--- config.mk ---
export PLATFORM = sky130hd
export DESIGN_NAME = psc_poly
export DESIGN_NICKNAME = d
export VERILOG_FILES = /design/src/rtl/core/psc_pkg.sv /design/src/rtl/core/psc_poly.sv
export SDC_FILE = /design/constraint.sdc
export NUM_CORES = 2
export LEC_CHECK = 0
export ABC_AREA = 1
export ABC_CLOCK_PERIOD_IN_PS = 12300
export BUFFER_PORTS_ARGS = -buffer_cell sky130_fd_sc_hd__buf_4
export CELL_PAD_IN_SITES_DETAIL_PLACEMENT = 1
export CELL_PAD_IN_SITES_GLOBAL_PLACEMENT = 2
export CORE_UTILIZATION = 45
export CTS_BUF_LIST = sky130_fd_sc_hd__clkbuf_2
export DETAILED_ROUTE_END_ITERATION = 12
export HOLD_SLACK_MARGIN = 0.03
export PLACE_DENSITY = 0.85
export SLEW_MARGIN = 20
export SYNTH_ARGS = -nofsm -noshare
export SYNTH_HDL_FRONTEND = slang
export SYNTH_SLANG_ARGS = --single-unit
--- constraint.sdc ---
create_clock -name clk -period 12.3 [get_ports clk]
set_input_delay 2.46 -clock clk [delete_from_list [all_inputs] [get_ports clk]]
set_output_delay 2.46 -clock clk [all_outputs]
set_load 0.01 [all_outputs]
--- src/rtl/core/psc_pkg.sv ---
`default_nettype none

package psc_pkg;

    localparam int ANGLE_W   = 25;
    localparam int VALUE_W   = 24;
    localparam int WORK_FRAC = 24;
    localparam int OUT_FRAC  = 21;

    localparam int XW = 30;
    localparam int YW = 29;
    localparam int KW = 34;

    localparam logic [63:0] K_PI_Q32     = 64'd13493037689;
    localparam logic [63:0] K_TWOPI_Q32  = 64'd26986075421;
    localparam logic [63:0] K_HALFPI_Q32 = 64'd6746518823;

    localparam logic signed [KW-1:0] K_B = 34'sd5468522185;
    localparam logic signed [KW-1:0] K_C = 34'sd1740684682;
    localparam logic signed [KW-1:0] K_P = 34'sd966367642;

    typedef enum logic {
        CMD_SINE   = 1'b0,
        CMD_COSINE = 1'b1
    } cmd_t;

endpackage

`default_nettype wire

--- src/rtl/core/psc_poly.sv ---
`default_nettype none

module psc_poly (
    input  wire logic                          clk,
    input  wire logic                          rst_n,
    input  wire logic                          in_valid,
    output logic                               in_ready,
    input  wire logic signed [psc_pkg::XW-1:0] in_x,
    output logic                               out_valid,
    input  wire logic                          out_ready,
    output logic signed [psc_pkg::YW-1:0]      out_y
);

    localparam int N   = 4;
    localparam int XW  = psc_pkg::XW;
    localparam int YW  = psc_pkg::YW;
    localparam int PAW = 2 * XW - 2;
    localparam int SQW = 34;
    localparam int EW  = 34;

    localparam logic signed [PAW-1:0] RND_PA = PAW'(64'd1 << (psc_pkg::WORK_FRAC - 1));
    localparam logic signed [63:0]    RND32  = 64'sd1 <<< 31;
    localparam logic signed [EW-1:0]  LIM_Y  = EW'(64'd8 << psc_pkg::WORK_FRAC);

    logic [N-1:0]             vld_reg;
    logic [N-1:0]             en;

    logic signed [XW-1:0]     ax;
    logic signed [PAW-1:0]    pa0_next;
    logic signed [PAW-1:0]    pa0_reg;
    logic signed [63:0]       pb0_next;
    logic signed [63:0]       pb0_reg;
    logic signed [SQW-1:0]    sq1_next;
    logic signed [SQW-1:0]    sq1_reg;
    logic signed [31:0]       bx1_next;
    logic signed [31:0]       bx1_reg;
    logic signed [63:0]       pc2_next;
    logic signed [63:0]       pc2_reg;
    logic signed [31:0]       bx2_reg;
    logic signed [31:0]       cterm;
    logic signed [EW-1:0]     y_wide;
    logic signed [YW-1:0]     y3_next;
    logic signed [YW-1:0]     y3_reg;

    always_comb
    begin
        en[N-1] = !vld_reg[N-1] || out_ready;
        for (int i = N - 2; i >= 0; i--)
        begin
            en[i] = !vld_reg[i] || en[i+1];
        end
    end

    assign in_ready  = en[0];
    assign out_valid = vld_reg[N-1];
    assign out_y     = y3_reg;

    always_comb
    begin
        ax       = in_x[XW-1] ? -in_x : in_x;
        pa0_next = PAW'(in_x) * PAW'(ax);
        pb0_next = 64'(in_x) * 64'(psc_pkg::K_B);
        sq1_next = SQW'((pa0_reg + RND_PA) >>> psc_pkg::WORK_FRAC);
        bx1_next = 32'((pb0_reg + RND32) >>> 32);
        pc2_next = 64'(sq1_reg) * 64'(psc_pkg::K_C);
        cterm    = 32'((pc2_reg + RND32) >>> 32);
        y_wide   = EW'(bx2_reg) - EW'(cterm);
    end

    // clamp the first estimate
    always_comb
    begin
        priority if (y_wide > LIM_Y)
        begin
            y3_next = YW'(LIM_Y);
        end
        else if (y_wide < -LIM_Y)
        begin
            y3_next = YW'(-LIM_Y);
        end
        else
        begin
            y3_next = YW'(y_wide);
        end
    end

    always_ff @(posedge clk or negedge rst_n)
    begin
        if (!rst_n)
        begin
            vld_reg <= '0;
        end
        else
        begin
            if (en[0])
            begin
                vld_reg[0] <= in_valid;
            end
            for (int i = 1; i < N; i++)
            begin
                if (en[i])
                begin
                    vld_reg[i] <= vld_reg[i-1];
                end
            end
        end
    end

    always_ff @(posedge clk)
    begin
        if (en[0])
        begin
            pa0_reg <= pa0_next;
            pb0_reg <= pb0_next;
        end
        if (en[1])
        begin
            sq1_reg <= sq1_next;
            bx1_reg <= bx1_next;
        end
        if (en[2])
        begin
            pc2_reg <= pc2_next;
            bx2_reg <= bx1_reg;
        end
        if (en[3])
        begin
            y3_reg <= y3_next;
        end
    end

    a_drain_open: assert property (@(posedge clk) disable iff (!rst_n)
        out_ready |-> in_ready)
        else $error("parabola stages stall while the next stage takes data");

endmodule

`default_nettype wire

==> run metrics <==
outcome=complete, no violations; H-tree lvl count=2; clock-pin slew on the worst setup and hold paths=roughly 0.14 ns; Final Instance Area=84700 um^2; setup bufs post-CTS=0; Crit Path Max Fanout=19; CTS resizes=0; Max Root-Sink Buffers=3; vias in the first global route=approximately 70000; WL final=~290000 um; Hold Fails Final Rpt=0; Max Transition Viols Final=0; Worst path max stage delay=0.59 ns; clock sinks=between 200 and 250; yosys warns=0; Congestion Overflow GR=0; syn nets=11800; layout cell share with drive strength beyond 1=under 10%; row cnt=roughly 150; FILL cells=between 20000 and 25000; Synth Flop Type=edfxtp_1; max-cap violation count=0; Slew @ Worst Pin=between 1 and 1.5 ns; first-pass GRT wire length=435000 um; post-synthesis cell area=between 70000 and 80000 um^2; 1st-iter DRT viols=between 3000 and 4000; Yosys reg bits=between 200 and 250; Yosys cell types=50; dominant cells by area after synthesis=fa_1, ha_1, inv_1; CP max-delay cell=fa_1; CP Launch Type=input port; worst path arrival time=~12 ns; CTS buffer count=52; Hold Path Class=reg -> reg; cell count after synthesis=approximately 9100; CTS root buf=clkbuf_2; Yosys top cell by area=fa_1; Fin Clk Skew=about 0.14 ns; Synth top area share=around 43%; GPL Wtd Cong=around 1.0; worst-skew pair later-pin latency=~1.1 ns; Syn-to-layout area delta=6.12%; largest net degree at the start of global routing=68; DP Area=between 80000 and 90000 um^2; sequential fraction of the synthesis area=slightly below 9%; Critical Path Sink Type=flip-flop; antenna violations before repair=3; DR WL/cell=24.9 um; Die Span X=423 um; Setup Viol. Count Final=0; Setup TNS Final=0 ns; Fmax achieved=92.6 MHz; CTS tree=yes; nets=between 10000 and 15000; DIE AREA=about 180000 um^2; max reg flops=35; Core Region=approximately 180000 um^2; Slew headroom=approximately 30%; period utilization=about 88%; HPWL after detailed placement=between 200000 and 300000 um; final non-filler cell total=between 10000 and 15000; post-layout util=~48%; IO Pins=between 60 and 70; unrepaired setup endpoints after global routing=no; Die Y=between 400 and 500 um; DR pass1 iterations=5; worst path required time=13.07 ns; via count=a little over 60000; Routed Antenna Nets=0; IO buf count=64; syn_area_per_cell=8.80 um^2; Post-synth EDFFs=~230; most used cell, CP=fa_1; vias per cell=roughly 5.3; dpl cells=11500; CP Class=in -> reg; min cycle time layout=around 11 ns; Total Routing Usage GR=32.8%; Initial Util=roughly 45%; fraction of registers with async set/reset=around 1.7%; hold_buf cts=0; drc violations=0
[synthesized netlist by cell type, types with 3 or more instances]
master     count
nor3_2         5
nand3_2        3
or2_2          8
nor2_2        33
clkbuf_1     112
a21oi_1      259
and3_1        15
xor2_1       150
o21bai_1      23
fa_1        1719
nand2_1     1403
nand3b_1      11
xnor2_1       81
nor2_1       645
nor4_1        32
o21a_1        18
nor3_1        48
o21ai_1        3
inv_1       2682
buf_6          3
buf_2         30
dfrtp_1        4
a21boi_0       6
ha_1         979
nor2_4         3
o221ai_1       5
buf_1         10
edfxtp_1     228
nand2_2        6
clkinv_1      17
a211oi_1       5
o2111ai_1      4
o211ai_1       9
a21o_1        40
inv_2         12
a221oi_1       3
o21ai_0      158
and2_1        10
a31oi_1       56
nand4_1       57
nand3_1      161
[cell families after synthesis]
family                   Yosys count  synth area share, %
AO/OA/AOI/OAI                    594                 4.20
XOR/XNOR                         231                 2.53
adder cells (fa/ha/maj)         2698                 58.4
buffers and inverters           2866                 13.6
flip-flops                       232                 8.70
AND/OR/NAND/NOR                 2448                 12.6
[critical path, delay by kind of cell]
kind,cells,cell delay (ns)
AO/OA/AOI/OAI,8,1.79
AND/OR/NAND/NOR,5,0.78
adder cells (fa/ha/maj),10,4.74
buffers and inverters,9,1.59
XOR/XNOR,1,0.16
[placed cells by master, fill, tap and decap left out, drive strengths merged, types with 10 or more instances in the layout]
master and instances:
a31oi 56, clkinv 40, nor2 681, inv 2696, nand2 1410, o21bai 23
fa 1719, o21ai 163, nand3 164, xnor2 81, nand4 57, o21a 18
nor4 34, nor3 53, buf 245, a21oi 259, ha 979, clkbuf 64
and2 10, a21o 40, xor2 150, edfxtp 228, and3 15, nand3b 12
[area by class of cell]
cell class	instances	area [um^2]	share of cell area (%)
Multi-Input combinational cell	5971	62100	73.3
Inverter	2711	10200	12.0
Sequential cell	232	6950	8.20
Tap cell	2340	2930	3.46
Timing Repair Buffer	245	1980	2.33
Clock buffer	64	320	0.378
Clock inverter	31	288	0.340
Antenna cell	2	5.00	0.00591
[worst paths after layout]
check | start | end | slack (ns) | cells after the start
max in group asynchronous | rst_n | vld_reg[3] | 11.04 | 1
hold / removal | bx1_reg[8] | bx2_reg[8] | 0.36 | 0
min in group asynchronous | rst_n | vld_reg[1] | 1.15 | 1
hold reg to reg | bx1_reg[8] | bx2_reg[8] | 0.36 | 0
setup / recovery | in_x[13] | pa0_reg[49] | 1.50 | 33
setup reg to reg | sq1_reg[13] | pc2_reg[47] | 4.43 | 20
[per-layer routing]
metal  GRT usage [%]  share of wire (%)
met1            41.1                 40
met2            56.2                 49
met3            4.09                5.4
met4            15.1                5.6
met5               0             0.0048
[stage by stage]
stage | hold WS [ns] | setup slack [ns]
floorplan | 0.400 | 1.56
global placement | 0.402 | 0.600
detailed placement | 0.408 | 0.486
CTS | 0.390 | 1.63
global route | 0.435 | 1.20
finish | 0.358 | 1.50
Power is left out: the tool's default activity adds up to more than one toggle a clock period on the data nets, which glitch-free logic cannot reach.
