$ cat src/rtl/core/psc_pkg.sv
`default_nettype none

package psc_pkg;

    localparam int ANGLE_W   = 25;
    localparam int VALUE_W   = 24;
    localparam int WORK_FRAC = 24;
    localparam int OUT_FRAC  = 21;

    localparam int XW = 30;
    localparam int YW = 29;
    localparam int KW = 34;

    localparam logic [63:0] K_PI_Q32     = 64'd13493037689;
    localparam logic [63:0] K_TWOPI_Q32  = 64'd26986075421;
    localparam logic [63:0] K_HALFPI_Q32 = 64'd6746518823;

    localparam logic signed [KW-1:0] K_B = 34'sd5468522185;
    localparam logic signed [KW-1:0] K_C = 34'sd1740684682;
    localparam logic signed [KW-1:0] K_P = 34'sd966367642;

    typedef enum logic {
        CMD_SINE   = 1'b0,
        CMD_COSINE = 1'b1
    } cmd_t;

endpackage

`default_nettype wire

$ cat src/rtl/core/psc_refine.sv
`default_nettype none

module psc_refine (
    input  wire logic                          clk,
    input  wire logic                          rst_n,
    input  wire logic                          in_valid,
    output logic                               in_ready,
    input  wire logic signed [psc_pkg::YW-1:0] in_y,
    output logic                               out_valid,
    input  wire logic                          out_ready,
    output logic signed [psc_pkg::VALUE_W-1:0] out_value
);

    localparam int N   = 5;
    localparam int YW  = psc_pkg::YW;
    localparam int VW  = psc_pkg::VALUE_W;
    localparam int PYW = 2 * YW - 2;
    localparam int DW  = 32;
    localparam int RW  = 31;
    localparam int OS  = psc_pkg::WORK_FRAC - psc_pkg::OUT_FRAC;

    localparam logic signed [PYW-1:0] RND_PY = PYW'(64'd1 << (psc_pkg::WORK_FRAC - 1));
    localparam logic signed [63:0]    RND32  = 64'sd1 <<< 31;
    localparam logic signed [RW-1:0]  RND_O  = RW'(64'd1 << (OS - 1));
    localparam logic signed [RW-1:0]  VMAX   = RW'((64'd1 << (VW - 1)) - 64'd1);
    localparam logic signed [RW-1:0]  VMIN   = -RW'(64'd1 << (VW - 1));

    logic [N-1:0]             vld_reg;
    logic [N-1:0]             en;

    logic signed [YW-1:0]     ay;
    logic signed [PYW-1:0]    py0_next;
    logic signed [PYW-1:0]    py0_reg;
    logic signed [YW-1:0]     y0_reg;
    logic signed [DW-1:0]     yy;
    logic signed [DW-1:0]     d1_next;
    logic signed [DW-1:0]     d1_reg;
    logic signed [YW-1:0]     y1_reg;
    logic signed [63:0]       pp2_next;
    logic signed [63:0]       pp2_reg;
    logic signed [YW-1:0]     y2_reg;
    logic signed [RW-1:0]     r3_next;
    logic signed [RW-1:0]     r3_reg;
    logic signed [RW-1:0]     r_out;
    logic signed [VW-1:0]     value4_next;
    logic signed [VW-1:0]     value4_reg;

    always_comb
    begin
        en[N-1] = !vld_reg[N-1] || out_ready;
        for (int i = N - 2; i >= 0; i--)
        begin
            en[i] = !vld_reg[i] || en[i+1];
        end
    end

    assign in_ready  = en[0];
    assign out_valid = vld_reg[N-1];
    assign out_value = value4_reg;

    always_comb
    begin
        ay       = in_y[YW-1] ? -in_y : in_y;
        py0_next = PYW'(in_y) * PYW'(ay);
        yy       = DW'((py0_reg + RND_PY) >>> psc_pkg::WORK_FRAC);
        d1_next  = yy - DW'(y0_reg);
        pp2_next = 64'(d1_reg) * 64'(psc_pkg::K_P);
        r3_next  = RW'((pp2_reg + RND32) >>> 32) + RW'(y2_reg);
        r_out    = (r3_reg + RND_O) >>> OS;
    end

    // saturate to the output range
    always_comb
    begin
        priority if (r_out > VMAX)
        begin
            value4_next = VW'(VMAX);
        end
        else if (r_out < VMIN)
        begin
            value4_next = VW'(VMIN);
        end
        else
        begin
            value4_next = VW'(r_out);
        end
    end

    always_ff @(posedge clk or negedge rst_n)
    begin
        if (!rst_n)
        begin
            vld_reg <= '0;
        end
        else
        begin
            if (en[0])
            begin
                vld_reg[0] <= in_valid;
            end
            for (int i = 1; i < N; i++)
            begin
                if (en[i])
                begin
                    vld_reg[i] <= vld_reg[i-1];
                end
            end
        end
    end

    always_ff @(posedge clk)
    begin
        if (en[0])
        begin
            py0_reg <= py0_next;
            y0_reg  <= in_y;
        end
        if (en[1])
        begin
            d1_reg <= d1_next;
            y1_reg <= y0_reg;
        end
        if (en[2])
        begin
            pp2_reg <= pp2_next;
            y2_reg  <= y1_reg;
        end
        if (en[3])
        begin
            r3_reg <= r3_next;
        end
        if (en[4])
        begin
            value4_reg <= value4_next;
        end
    end

    a_result_hold: assert property (@(posedge clk) disable iff (!rst_n)
        vld_reg[N-1] && !out_ready |=> vld_reg[N-1] && $stable(value4_reg))
        else $error("result beat dropped or changed while stalled");

    a_refine_advance: assert property (@(posedge clk) disable iff (!rst_n)
        vld_reg[2] && en[3] |=> vld_reg[3])
        else $error("refinement product lost between stages");

endmodule

`default_nettype wire
$ cat config.mk
export PLATFORM = sky130hd
export DESIGN_NAME = psc_refine
export DESIGN_NICKNAME = d
export VERILOG_FILES = /design/src/rtl/core/psc_pkg.sv /design/src/rtl/core/psc_refine.sv
export SDC_FILE = /design/constraint.sdc
export NUM_CORES = 2
export LEC_CHECK = 0
export BUFFER_PORTS_ARGS = -buffer_cell sky130_fd_sc_hd__buf_2
export CAP_MARGIN = 20
export CORE_MARGIN = 1
export CORE_UTILIZATION = 48
export DETAILED_ROUTE_END_ITERATION = 8
export GPL_TIMING_DRIVEN = 0
export PLACE_DENSITY = 0.67
export SYNTH_ARGS = -nofsm -noshare
export SYNTH_HDL_FRONTEND = slang
export SYNTH_SLANG_ARGS = --single-unit
$ cat constraint.sdc
create_clock -name clk -period 14 [get_ports clk]
set_clock_uncertainty 0.15 [all_clocks]
set_input_delay 2.8 -clock clk [delete_from_list [all_inputs] [get_ports clk]]
set_output_delay 2.8 -clock clk [all_outputs]
set_load 0.01 [all_outputs]
==> metrics.csv <==
stage,metric,value,unit
yosys,syn-num-nets,7671,
critical_path,cp_max_fo,10,
clock_tree,cts_num_sinks,242,
yosys,synth_compound_area_share,4.433,%
final_layout,final_util,51.82,%
detailed_routing,dr.pass1.iters,6,
clock_tree,root_buffer,clkbuf_16,
die,die-area,122600,um2
placement,gp_congestion,1.019,
placement,io_buffers,58,
yosys,ys_ff_latch,242,
detailed_routing,wirelength,172700,um
critical_path,reg2reg_depth,26,
die,core,120000,um2
yosys,synth_ff_type,edfxtp_1,
flow_run,cap_violations,0,
timing,setup_violations,0,
placement,dp_hpwl,149000,um
critical_path,critical_path.max_stage_delay,0.81,ns
detailed_routing,wl_per_cell,22.94,um
critical_path,crit_top_cell,fa_1,
grt,antenna_found_initial,20,
detailed_routing,num_vias,39960,
final_layout,drive_gt1_share,3.521,%
yosys,avgSynthCellArea,10.09,um2
critical_path,r2r_slack,4.89,ns
final_layout,finish.net_count,7788,
die,num_io_pins,59,
yosys,ys_seq_area_share,12.45,%
worst_hold_path,hold_path_class,flip-flop to flip-flop,
critical_path,r2r-end,pp2_reg[56],
yosys,netlist_area,58170,um2
detailed_routing,antenna_left,0,
grt,grt_start_max_net_pins,64,
grt,grt_pass1_wl,264400,um
critical_path,crit_end,py0_reg[49],
timing,worst_slew_pin_slew,1.284,ns
yosys,synthMuxAreaShare,0.1140,%
die,fp.dieH,350.1,um
clock_tree,clk_path_buf_depth,3,
die,fp.dieW,350.1,um
critical_path,cp-start-kind,input port,
timing,relSlewSlack,14.38,%
detailed_routing,drcViolationCount,0,
detailed_routing,dr.first_iter.drc_count,3165,
yosys,synth-simple-area-share,10.47,%
grt,gr-total-overflow,0,
timing,hold_viol,0,
clock_tree,cts_buffers,28,
critical_path,crit_type,input port to flip-flop,
timing,layout_worst_path_cycle_share,98.81,%
critical_path,r2r_start,d1_reg[9],
clock_tree,cts_hold_buf,0,
outcome,status,"complete, no violations",
timing,maxSlewViolCount,0,
final_layout,largest_reg_flops,34,
yosys,synth_async_sr_flop_share,2.066,%
yosys,synth_edf_count,237,
grt,grt_pass1_vias,42962,
yosys,synth_warnings,0,
critical_path,worst_ep_required_time,14.18,ns
timing,finalWorstPathRequiredPeriod,13.83,ns
grt,track_usage,29.31,%
detailed_routing,vias_per_cell,5.307,
die,rows,127,
critical_path,crit_arrival,14.02,ns
clock_tree,clk_pin_slew,0.06,ns
clock_tree,cts_tree,built,
critical_path,cp-end-kind,flip-flop,
die,start_util,48.49,%
yosys,synth-xor-area-share,4.029,%
clock_tree,insertion_delay,0.59,ns
timing,fmax,0.07229,GHz
critical_path,slowest_stage,clkbuf_1,
yosys,synth_top_family_by_area,adder cells,
final_layout,area_growth,6.876,%
yosys,yosys.area_share.adder,57.43,%
yosys,ys_types,85,
clock_tree,cts_max_level,1,
critical_path,worstSetupStartpoint,in_y[28],
yosys,synth_cells,5768,
==> synth_stat cells, types with 4 or more instances <==
master / count / area [um2]
and2_1: 246 / 1539
o21ai_1: 6 / 30.03
and3_1: 27 / 168.9
o21bai_1: 17 / 127.6
and4_1: 7 / 61.31
inv_1: 1547 / 5807
nor3_1: 30 / 150.1
o31ai_1: 8 / 60.06
nand2_1: 632 / 2372
xnor2_1: 175 / 1533
edfxtp_1: 237 / 7117
o21ai_0: 88 / 440.4
o22ai_1: 6 / 37.54
a21oi_1: 123 / 615.6
dfrtp_1: 5 / 125.1
xor2_1: 90 / 788.3
or3_1: 9 / 56.30
a211oi_1: 16 / 120.1
or2_2: 7 / 43.79
nand4b_1: 8 / 70.07
nand2b_1: 19 / 118.9
o211ai_1: 8 / 60.06
nor2_1: 111 / 416.7
a21o_1: 50 / 375.4
a31oi_1: 19 / 118.9
fa_1: 1332 / 26670
o41ai_1: 4 / 35.03
o21a_1: 25 / 187.7
ha_1: 538 / 6731
and2b_1: 5 / 37.54
nor2b_1: 45 / 281.5
clkbuf_1: 156 / 585.6
buf_2: 4 / 20.02
nand3_1: 58 / 290.3
nand4_1: 34 / 212.7
==> logic make-up (layout without fill, tap and decap cells) <==
family                     Yosys count  count (layout)
DFF                                242             242
AOI/OAI and AO/OA                  407             407
buffers and inverters             1713            1852
other                                0              11
adders and majority gates         1871            1871
and+or+nand+nor                   1263            1263
xor gates and xnor gates           266             266
muxes                                6               6
==> cell usage in the layout, fill, tap and decap left out, types with 45 or more instances in the layout <==
cell type	n
inv_1	1547
nor2_1	111
a21oi_1	123
nand2_1	631
xnor2_1	163
buf_2	63
edfxtp_1	237
nand3_1	57
o21ai_0	86
and2_1	246
ha_1	538
xor2_1	89
nor2b_1	45
fa_1	1332
clkbuf_1	144
a21o_1	50
==> critical path: cells and delay by family <==
kind	cells	cell delay, ns
fa+ha+maj	9	4.38
buf+inv	8	2.86
compound gates	9	2.44
xor+xnor	2	0.88
simple gates	3	0.62
==> how the worst min path moves through the flow <==
stage | startpoint | end | slack (ns) | cells past startpoint
3_5_place_dp | y1_reg[21] | y2_reg[21] | 0.26 | 0
4_1_cts | y1_reg[21] | y2_reg[21] | 0.27 | 0
2_1_floorplan | y1_reg[0] | y2_reg[0] | 0.25 | 0
3_3_place_gp | y1_reg[21] | y2_reg[21] | 0.25 | 0
5_1_grt | y1_reg[21] | y2_reg[21] | 0.28 | 0
6_report | y1_reg[15] | y2_reg[15] | 0.27 | 0
==> stage by stage <==
stage / instance area [um2] / setup slack, ns / hold WS, ns / setup TNS (ns) / instances
global route: 62150 / -0.03899 / 0.2777 / -0.04385 / 7520
detailed placement: 61080 / -0.8660 / 0.2554 / -6.425 / 7468
floorplan: 58170 / 2.025 / 0.2503 / 0 / 5768
global placement: 60480 / -1.067 / 0.2549 / -10.30 / 7438
finish: 62170 / 0.1662 / 0.2682 / 0 / 7530
CTS: 62080 / 0.02093 / 0.2685 / 0 / 7519
==> layout make-up <==
type                            count  area (um2)
Inverter                         1549        5818
Fill cell                       10900       57800
Clock inverter                     21       245.2
Sequential cell                   242        7242
Tap cell                         1612        2017
Clock buffer                       31       711.9
Multi-Input combinational cell   3813       44670
Timing Repair Buffer               91       813.3
Buffer                            160       631.9
Antenna cell                       11       27.53
==> metal layers <==
metal / part of all wire, % / vias to the layer above / track usage [%]
li1: - / 17523 / -
met1: 40 / 20372 / 39.57
met2: 44 / 1674 / 45.67
met3: 10 / 369 / 7.136
met4: 5.0 / 22 / 11.26
met5: 0.075 / - / 0
==> what timing repair did <==
item / in CTS / in global routing
buffers inserted: 0 / 2
setup endpoints to repair: 5 / 9
gates resized for setup: 7 / 26
pin swaps: 0 / 1
Power is not shown: default switching activity piles up to over one toggle a cycle in this logic, so the estimate is an artifact.
