### config.mk
export PLATFORM = sky130hd
export DESIGN_NAME = psc_wrap
export DESIGN_NICKNAME = d
export VERILOG_FILES = /design/src/rtl/core/psc_pkg.sv /design/src/rtl/core/psc_wrap.sv
export SDC_FILE = /design/constraint.sdc
export NUM_CORES = 1
export LEC_CHECK = 0
export ABC_AREA = 1
export BUFFER_PORTS_ARGS = -buffer_cell sky130_fd_sc_hd__buf_2
export CAP_MARGIN = 20
export CORE_MARGIN = 8
export CORE_UTILIZATION = 50
export CTS_CLUSTER_SIZE = 20
export DETAILED_ROUTE_END_ITERATION = 6
export PLACE_DENSITY_LB_ADDON = 0.25
export SLEW_MARGIN = 20
export SYNTH_ARGS = -nofsm -noshare
export SYNTH_HDL_FRONTEND = slang
export SYNTH_SLANG_ARGS = --single-unit
### constraint.sdc
create_clock -name clk -period 10.49 [get_ports clk]
set_input_delay 3.147 -clock clk [delete_from_list [all_inputs] [get_ports clk]]
set_output_delay 3.147 -clock clk [all_outputs]
set_load 0.01 [all_outputs]
### src/rtl/core/psc_pkg.sv
`default_nettype none

package psc_pkg;

    localparam int ANGLE_W   = 25;
    localparam int VALUE_W   = 24;
    localparam int WORK_FRAC = 24;
    localparam int OUT_FRAC  = 21;

    localparam int XW = 30;
    localparam int YW = 29;
    localparam int KW = 34;

    localparam logic [63:0] K_PI_Q32     = 64'd13493037689;
    localparam logic [63:0] K_TWOPI_Q32  = 64'd26986075421;
    localparam logic [63:0] K_HALFPI_Q32 = 64'd6746518823;

    localparam logic signed [KW-1:0] K_B = 34'sd5468522185;
    localparam logic signed [KW-1:0] K_C = 34'sd1740684682;
    localparam logic signed [KW-1:0] K_P = 34'sd966367642;

    typedef enum logic {
        CMD_SINE   = 1'b0,
        CMD_COSINE = 1'b1
    } cmd_t;

endpackage

`default_nettype wire

### src/rtl/core/psc_wrap.sv
`default_nettype none

module psc_wrap #(
    parameter int FRAC_BITS = 20
) (
    input  wire logic                                 clk,
    input  wire logic                                 rst_n,
    input  wire logic                                 in_valid,
    output logic                                      in_ready,
    input  wire logic                                 in_cmd,
    input  wire logic signed [psc_pkg::ANGLE_W-1:0]   in_angle,
    output logic                                      out_valid,
    input  wire logic                                 out_ready,
    output logic signed [psc_pkg::XW-1:0]             out_x
);

    localparam int N  = 3;
    localparam int XW = psc_pkg::XW;
    localparam int AW = ((FRAC_BITS + 5 > psc_pkg::ANGLE_W) ?
                         FRAC_BITS + 5 : psc_pkg::ANGLE_W) + 2;
    localparam int SH = 32 - FRAC_BITS;

    localparam logic [63:0] PI_U     = (psc_pkg::K_PI_Q32 + (64'd1 << (SH - 1))) >> SH;
    localparam logic [63:0] TWOPI_U  = (psc_pkg::K_TWOPI_Q32 + (64'd1 << (SH - 1))) >> SH;
    localparam logic [63:0] HALFPI_U = (psc_pkg::K_HALFPI_Q32 + (64'd1 << (SH - 1))) >> SH;

    localparam logic signed [AW-1:0] PI_A     = AW'(PI_U);
    localparam logic signed [AW-1:0] TWOPI_A  = AW'(TWOPI_U);
    localparam logic signed [AW-1:0] HALFPI_A = AW'(HALFPI_U);
    localparam logic signed [AW-1:0] LIM_A    = AW'(64'd16 << FRAC_BITS);

    logic [N-1:0]            vld_reg;
    logic [N-1:0]            en;

    psc_pkg::cmd_t           cmd0_reg;
    logic signed [AW-1:0]    a_in;
    logic signed [AW-1:0]    a0_next;
    logic signed [AW-1:0]    a0_reg;
    logic signed [AW-1:0]    sum_s;
    logic signed [AW-1:0]    sum_t;
    logic signed [AW-1:0]    a1_next;
    logic signed [AW-1:0]    a1_reg;
    logic signed [AW-1:0]    ac;
    logic signed [XW-1:0]    x_scaled;
    logic signed [XW-1:0]    x2_reg;

    always_comb
    begin
        en[N-1] = !vld_reg[N-1] || out_ready;
        for (int i = N - 2; i >= 0; i--)
        begin
            en[i] = !vld_reg[i] || en[i+1];
        end
    end

    assign in_ready  = en[0];
    assign out_valid = vld_reg[N-1];
    assign out_x     = x2_reg;

    // reduce once by a full turn
    always_comb
    begin
        a_in = AW'(in_angle);
        priority if (a_in < -PI_A)
        begin
            a0_next = a_in + TWOPI_A;
        end
        else if (a_in > PI_A)
        begin
            a0_next = a_in - TWOPI_A;
        end
        else
        begin
            a0_next = a_in;
        end
    end

    // shift cosine by a quarter turn
    always_comb
    begin
        sum_s = a0_reg + HALFPI_A;
        sum_t = sum_s - TWOPI_A;
        if (cmd0_reg == psc_pkg::CMD_COSINE)
        begin
            a1_next = (sum_s > PI_A) ? sum_t : sum_s;
        end
        else
        begin
            a1_next = a0_reg;
        end
    end

    always_comb
    begin
        priority if (a1_reg > LIM_A)
        begin
            ac = LIM_A;
        end
        else if (a1_reg < -LIM_A)
        begin
            ac = -LIM_A;
        end
        else
        begin
            ac = a1_reg;
        end
    end

    if (FRAC_BITS <= psc_pkg::WORK_FRAC)
    begin : g_up
        assign x_scaled = XW'(ac) <<< (psc_pkg::WORK_FRAC - FRAC_BITS);
    end
    else
    begin : g_dn
        localparam int DS = FRAC_BITS - psc_pkg::WORK_FRAC;
        localparam logic signed [AW-1:0] RND = AW'(64'd1 << (DS - 1));
        assign x_scaled = XW'((ac + RND) >>> DS);
    end

    always_ff @(posedge clk or negedge rst_n)
    begin
        if (!rst_n)
        begin
            vld_reg <= '0;
        end
        else
        begin
            if (en[0])
            begin
                vld_reg[0] <= in_valid;
            end
            for (int i = 1; i < N; i++)
            begin
                if (en[i])
                begin
                    vld_reg[i] <= vld_reg[i-1];
                end
            end
        end
    end

    always_ff @(posedge clk)
    begin
        if (en[0])
        begin
            a0_reg   <= a0_next;
            cmd0_reg <= psc_pkg::cmd_t'(in_cmd);
        end
        if (en[1])
        begin
            a1_reg <= a1_next;
        end
        if (en[2])
        begin
            x2_reg <= x_scaled;
        end
    end

    a_stage0_hold: assert property (@(posedge clk) disable iff (!rst_n)
        vld_reg[0] && !en[1] |=> vld_reg[0] && $stable(a0_reg) && $stable(cmd0_reg))
        else $error("reduced angle lost while stalled");

endmodule

`default_nettype wire

==> results.json, run 1 <==
{
  "status": "finished, final reports clean",
  "whs_ns": 0.470,
  "n_fill_cell": 1305,
  "clock_sinks": 83,
  "cp_num_buf_inv": 4,
  "critical_path.max_stage_delay_ns": 0.41,
  "cts_tree": "built",
  "clockBufferDepth": 2,
  "min_path_type": "reg2reg",
  "rows": 42,
  "p_switching_uw": 454,
  "drtPass1Iterations": 6,
  "post-cts-setup-buffers": 0,
  "crit_family": "buffers and inverters",
  "die_h_um": 132,
  "ant_nets": 0,
  "ios": 62,
  "p_leak_nw": 3.66,
  "drt-total-wl_mm": 14.7,
  "drc": 0,
  "grtUsageTotal": 0.171,
  "io_buffers": 57,
  "p_clk_frac": 0.264,
  "worstMarginPinSlew_ns": 0.921,
  "pwr_density_cell_nw_per_um2": 166,
  "grt_setup_unrepaired": "no",
  "clk_pin_slew_ns": 0.06,
  "synth.distinct_cells": 46,
  "grt_max_degree": 30,
  "crit_arrival_ns": 4.41,
  "core_area_um2": 13200,
  "drive_above_1_share": 0.135,
  "clk_latency_ns": 0.34,
  "slew_viol_final": 0,
  "vias": 6012,
  "seq_area_frac_synth": 0.369,
  "vdd_drop_max_uv": 81.0,
  "antenna_cells": 0,
  "via_per_inst": 5.01,
  "synth_area_per_cell_um2": 6.89,
  "ys_ff_latch": 83,
  "syn_inst": 975,
  "cts_buffers": 9,
  "crit_required_ns": 7.34,
  "clock_skew_ns": 0.00686,
  "p_comb_frac": 0.343,
  "synthToLayoutAreaGrowth_pct": 10.2,
  "synth_area_um2": 6720,
  "finalNetCount": 1053,
  "intPower_uw": 777,
  "hold_viol_final": 0,
  "ctsResizeCount": 0,
  "post-route-period-util": 0.720,
  "start_util": 0.509,
  "crit_chain": "buf_2 -> inv_1 -> nand2_2 -> nor2_1 -> nand2_1 -> buf_4 -> buf_2",
  "synthesis.yosys.warnings": 0,
  "grt_pass1_wl_mm": 25.3,
  "end_kind": "output port",
  "cp-start-kind": "primary input",
  "die_area_um2": 17400,
  "antenna_found_initial": 0,
  "initialDrtViolationCount": 262,
  "fin_setup_tns_ns": 0,
  "route.detailed.wl_per_inst_um": 12.2,
  "cp_slowest_cell": "nand2_2",
  "dpl.hpwl_mm": 11.6,
  "critPathMaxFanout": 29,
  "worstSetupPathType": "in2out",
  "cts_root_buffer": "clkbuf_16",
  "gp_congestion": 0.905,
  "gr-total-overflow": 0,
  "cap_violations": 0,
  "crit_top_cell": "buf_2",
  "grt_pass1_vias": 5647,
  "switching_share": 0.369,
  "grt_use_met3": 0.0297,
  "chipWidth_um": 132,
  "largest_reg_flops": 27,
  "max_slew_margin": 0.386,
  "fmax_mhz": 132,
  "setup_violations": 0,
  "htreeDepth": 3,
  "seq_power_share": 0.392,
  "ctsHoldBuffers": 0,
  "min_period_ns": 7.56,
  "grtUsageMet1": 0.207,
  "met2_usage": 0.294,
  "busiest_layer": "met2"
}
-- worst paths after layout --
| kind | start | to | slack [ns] | cells past startpoint |
|---|---|---|---|---|
| max | out_ready | in_ready | 2.93 | 7 |
| min | vld_reg[1]$_DFFE_PN0P_ | vld_reg[2]$_DFFE_PN0P_ | 0.47 | 2 |
| max reg2reg | a0_reg[0]$_DFFE_PP_ | a1_reg[14]$_DFFE_PP_ | 7.14 | 19 |
| min reg2reg | vld_reg[1]$_DFFE_PN0P_ | vld_reg[2]$_DFFE_PN0P_ | 0.47 | 2 |
| max in group asynchronous | rst_n | vld_reg[2]$_DFFE_PN0P_ | 7.79 | 1 |
| min in group asynchronous | rst_n | vld_reg[1]$_DFFE_PN0P_ | 2.59 | 1 |
-- worst reg2reg max path: stages, from the launching register on --
cell and delay (ns):
edfxtp_1 0.48, inv_1 0.12, ha_1 0.23, inv_1 0.10
a21oi_1 0.10, nand2_1 0.14, nand2_1 0.09, nand2_1 0.11
nand2_1 0.06, nand2_1 0.14, nand3_1 0.18, a21oi_1 0.19
nand2_1 0.10, nand3_2 0.09, nand2_4 0.08, a21oi_4 0.63
nand2_1 0.12, nand2_1 0.09, nand2_1 0.05, nand2_1 0.12
-- power groups by stage --
stage / logic, mW / registers, mW / clock network (mW)
after CTS: 0.422 / 0.483 / 0.331
after floorplan: 0.336 / 0.486 / 0
after global placement: 0.417 / 0.488 / 0
after detailed placement: 0.420 / 0.490 / 0
after global routing: 0.491 / 0.490 / 0.343
final: 0.423 / 0.483 / 0.325
-- cell families after synthesis --
kind of cell             synth area share
AO/OA/AOI/OAI                      0.0699
buffers and inverters              0.0963
flip-flops                          0.369
AND/OR/NAND/NOR                     0.398
other                            0.000558
XOR/XNOR                           0.0587
adder cells (fa/ha/maj)           0.00745
-- layout make-up --
| class | instances | area, um2 | share of cell area |
|---|---|---|---|
| clock inverters | 6 | 71.3 | 0.00964 |
| repair buffers | 59 | 300 | 0.0406 |
| clock buffers | 10 | 239 | 0.0323 |
| inverters | 129 | 484 | 0.0654 |
| multi-input cells | 737 | 3610 | 0.487 |
| flip-flops and latches | 83 | 2480 | 0.335 |
| well taps | 176 | 220 | 0.0298 |
-- cell usage in the layout (no fill, tap or decap), types with 5 or more instances in the layout --
| cell | synthesis | layout |
|---|---|---|
| nand2_2 | 24 | 25 |
| nand2_1 | 350 | 349 |
| o21ai_0 | 32 | 32 |
| nor3_1 | 12 | 12 |
| clkbuf_16 | 0 | 9 |
| nand3_2 | 5 | 5 |
| nor2_1 | 95 | 95 |
| nor2_2 | 7 | 7 |
| nand4_1 | 23 | 23 |
| buf_2 | 6 | 57 |
| o22ai_1 | 6 | 6 |
| a21oi_1 | 15 | 15 |
| inv_1 | 118 | 118 |
| xor2_1 | 43 | 43 |
| inv_2 | 9 | 9 |
| nand3_1 | 64 | 64 |
| nor2_4 | 6 | 6 |
| edfxtp_1 | 80 | 80 |
| nor4_1 | 9 | 9 |
-- per-layer routing --
metal	wire length (um)	vias to the layer above
met3	661	18
met5	0	-
met4	331	0
li1	-	3219
met2	6820	152
met1	6840	2623
-- through the flow --
stage	setup slack, ns	instance area (um2)	util	cells	power (mW)
2_1_floorplan	2.72	6730	-	978	0.823
3_3_place_gp	2.56	7090	0.537	1184	0.905
3_5_place_dp	2.56	7090	0.537	1184	0.910
4_1_cts	2.55	7400	0.561	1200	1.24
5_1_grt	2.69	7400	0.561	1200	1.32
6_report	2.93	7400	0.561	1200	1.23
-- cells in the mapped netlist (all sizes together) --
library cell  instances  area, um2
a211oi                3       22.5
xnor2                 2       17.5
inv                 127        477
edfxtp               80       2400
o221ai                2       17.5
ha                    4       50.1
nor4                 10       77.6
nand3                69        370
dfrtp                 3       75.1
or2                   2       12.5
nor2                108        468
o22ai                 6       37.5
a311oi                1       8.76
xor2                 43        377
nand3b                2       15.0
buf                  15        109
a21oi                18        109
o21ai                34        170
nand4                24        156
o32ai                 1       8.76
nor3                 12       60.1
clkinv                2       7.51
nand2               378       1510
and2                  1       6.26
o211ai                4       30.0
a21o                  2       15.0
a31oi                 4       25.0
a221oi                1       8.76
o21a                  1       7.51
conb                  1       3.75
clkbuf               14       53.8
a41oi                 1       8.76
No activity file was read; power rests on OpenSTA's default activity.
==> inputs of run 2 (changes only) <==
- ABC_AREA: 1 -> 0
- clock period: 10.49 -> 7.7 ns (I/O delays scaled with it)
==> results.json, run 2 <==
{
  "status": "finished, final reports clean",
  "finalNetCount": 681,
  "multi_input_area_um2": 3110,
  "reg2reg_slack_ns": 3.33,
  "final_cells": 795,
  "p_switching_uw": 531,
  "r2r_start": "a0_reg[0]$_DFFE_PP_",
  "cap_violations": 0,
  "intPower_mw": 1.08,
  "htreeDepth": 3,
  "yosys-top-cells-count": "edfxtp_1 (80), nand2_1 (47), nor2_1 (38)",
  "hold_start": "vld_reg[0]$_DFFE_PN0P_",
  "yosys-top-cells-area": "edfxtp_1 (41%), xnor2_1 (5.5%), nor2b_1 (3.2%)",
  "ys.flop_type": "edfxtp_1",
  "cp_slowest_cell": "buf_4",
  "ios": 62,
  "yosys.area.top_type": "edfxtp_1",
  "die_h_um": 124,
  "synth.top_cell.area_share": 0.411,
  "post-cts-setup-buffers": 0,
  "critPathMaxFanout": 29,
  "final_cell_mix": "edfxtp_1 (80), buf_2 (57), nand2_1 (47)",
  "synth_area_per_cell_um2": 9.48,
  "n_fill_cell": 995,
  "clk_pin_slew_ns": 0.06,
  "worstSetupPathType": "in2out",
  "setup_violations": 0,
  "clock_skew_ns": 0.00340,
  "slew_viol_final": 0,
  "seq_area_frac_synth": 0.424,
  "route.detailed.wl_per_inst_um": 15.6,
  "hold_viol_final": 0,
  "synth_area_um2": 5850,
  "ys_ff_latch": 83,
  "start_util": 0.512,
  "pwr_density_cell_nw_per_um2": 250,
  "finalPower_mw": 1.61,
  "gr-total-overflow": 0,
  "final_common_cell": "edfxtp_1",
  "via_per_inst": 5.96,
  "dp_slack_ns": 2.33,
  "drtPass1Iterations": 7,
  "ant_nets": 0,
  "final_area_um2": 6460,
  "setup_ws_ns": 2.35,
  "drc": 0,
  "drt-total-wl_mm": 12.4,
  "min_path_cells": 1,
  "largest_reg_flops": 27,
  "worstMarginPinSlew_ns": 0.673,
  "min_path_type": "reg2reg",
  "grt_setup_unrepaired": "no",
  "dpl_cell_area_um2": 6170,
  "critical_path.max_stage_delay_ns": 0.33,
  "vias": 4736,
  "r2r_end": "a1_reg[25]$_DFFE_PP_",
  "grtUsageTotal": 0.168,
  "antenna_cells": 0,
  "vdd_drop_max_uv": 156,
  "clockBufferDepth": 2,
  "crit_required_ns": 5.39,
  "synthToLayoutAreaGrowth_pct": 10.5,
  "hold_end": "vld_reg[1]$_DFFE_PN0P_",
  "p_leak_nw": 2.36,
  "end_kind": "output port",
  "max_slew_margin": 0.548,
  "clock_sinks": 83,
  "crit_arrival_ns": 3.04,
  "p_clk_frac": 0.258,
  "syn_inst": 617,
  "async_reset_ff_frac": 0.0361,
  "crit_top_cell": "buf_2",
  "grt_pass1_wl_mm": 21.1,
  "synth_edf_count": 80,
  "cts_tree": "built",
  "chipWidth_um": 124,
  "crit_start": "out_ready",
  "drive_above_1_share": 0.153,
  "dp_cells": 779,
  "synth.distinct_cells": 76,
  "synthesis.yosys.warnings": 0,
  "ctsResizeCount": 0,
  "utilization": 0.566,
  "gp_congestion": 0.889,
  "cts_root_buffer": "clkbuf_16",
  "die_area_um2": 15400,
  "fmax_mhz": 187,
  "core_area_um2": 11400,
  "rr_worst_depth": 12,
  "p_comb_frac": 0.311,
  "cts_buffers": 9,
  "seq_power_share": 0.431,
  "rows": 39,
  "dpl.hpwl_mm": 9.35,
  "antenna_found_initial": 0,
  "yosysMostFrequentCell": "edfxtp_1",
  "ctsHoldBuffers": 0,
  "final-seq-area_um2": 2480,
  "crit_chain": "buf_2 -> nand4b_1 -> buf_4 -> buf_2",
  "grt_max_degree": 32,
  "min_period_ns": 5.35,
  "whs_ns": 0.468,
  "post-route-period-util": 0.695,
  "cp-start-kind": "primary input",
  "initialDrtViolationCount": 314,
  "fin_setup_tns_ns": 0,
  "switching_share": 0.329,
  "clk_latency_ns": 0.34,
  "grt_pass1_vias": 4510,
  "io_buffers": 57
}
run 2: changes by cell type in the layout (fill, tap and decap cells not counted), moves of 9 or more:
cell / delta
nor2_1: -57
inv_2: -9
a31oi_1: +12
or3_1: +12
nand3_1: -47
nand2_1: -302
nor2b_1: +30
xnor2_1: +35
nand2_2: -25
xor2_1: -23
inv_1: -98
nand4_1: -13
run 2: how the worst max path moves through the flow:
stage                to  slack [ns]  cells after the start
4_1_cts        in_ready        2.32                      4
3_3_place_gp   in_ready        2.34                      4
5_1_grt        in_ready        2.28                      4
3_5_place_dp   in_ready        2.33                      4
2_1_floorplan  in_ready        2.13                      1
6_report       in_ready        2.35                      4
run 2: power by group through the flow:
| stage | sequential [mW] | clock [mW] | combinational [mW] |
|---|---|---|---|
| floorplan | 0.684 | 0 | 0.395 |
| global placement | 0.700 | 0 | 0.489 |
| detailed placement | 0.705 | 0 | 0.498 |
| CTS | 0.696 | 0.427 | 0.501 |
| global route | 0.710 | 0.441 | 0.559 |
| finish | 0.695 | 0.417 | 0.502 |
run 2: cells by family after synthesis:
family / count (synthesis) / synth area share
XOR/XNOR: 59 / 0.0909
other: 1 / 0.000641
AO/OA/AOI/OAI: 163 / 0.202
buffers and inverters: 67 / 0.0471
AND/OR/NAND/NOR: 233 / 0.215
flip-flops: 83 / 0.424
multiplexers: 7 / 0.0124
adder cells (fa/ha/maj): 4 / 0.00856
run 2: worst max-delay path, delay by kind of cell:
family | cells | cell delay (ns)
simple gates | 1 | 0.11
buf+inv | 3 | 0.62
run 2: final cells by class:
type,instances,share of cell area
Clock buffer,12,0.0366
Clock inverter,4,0.00794
Inverter,20,0.0116
Multi-Input combinational cell,470,0.481
Sequential cell,83,0.383
Tap cell,143,0.0277
Timing Repair Buffer,63,0.0517
run 2: metal layers:
layer  global-route usage  wire [um]  vias to the layer above
met2                0.277       5900                      174
met3               0.0254        873                       19
met5                    0          0                        -
met1                0.214       5410                     2177
li1                     -          -                     2366
met4               0.0788        257                        0
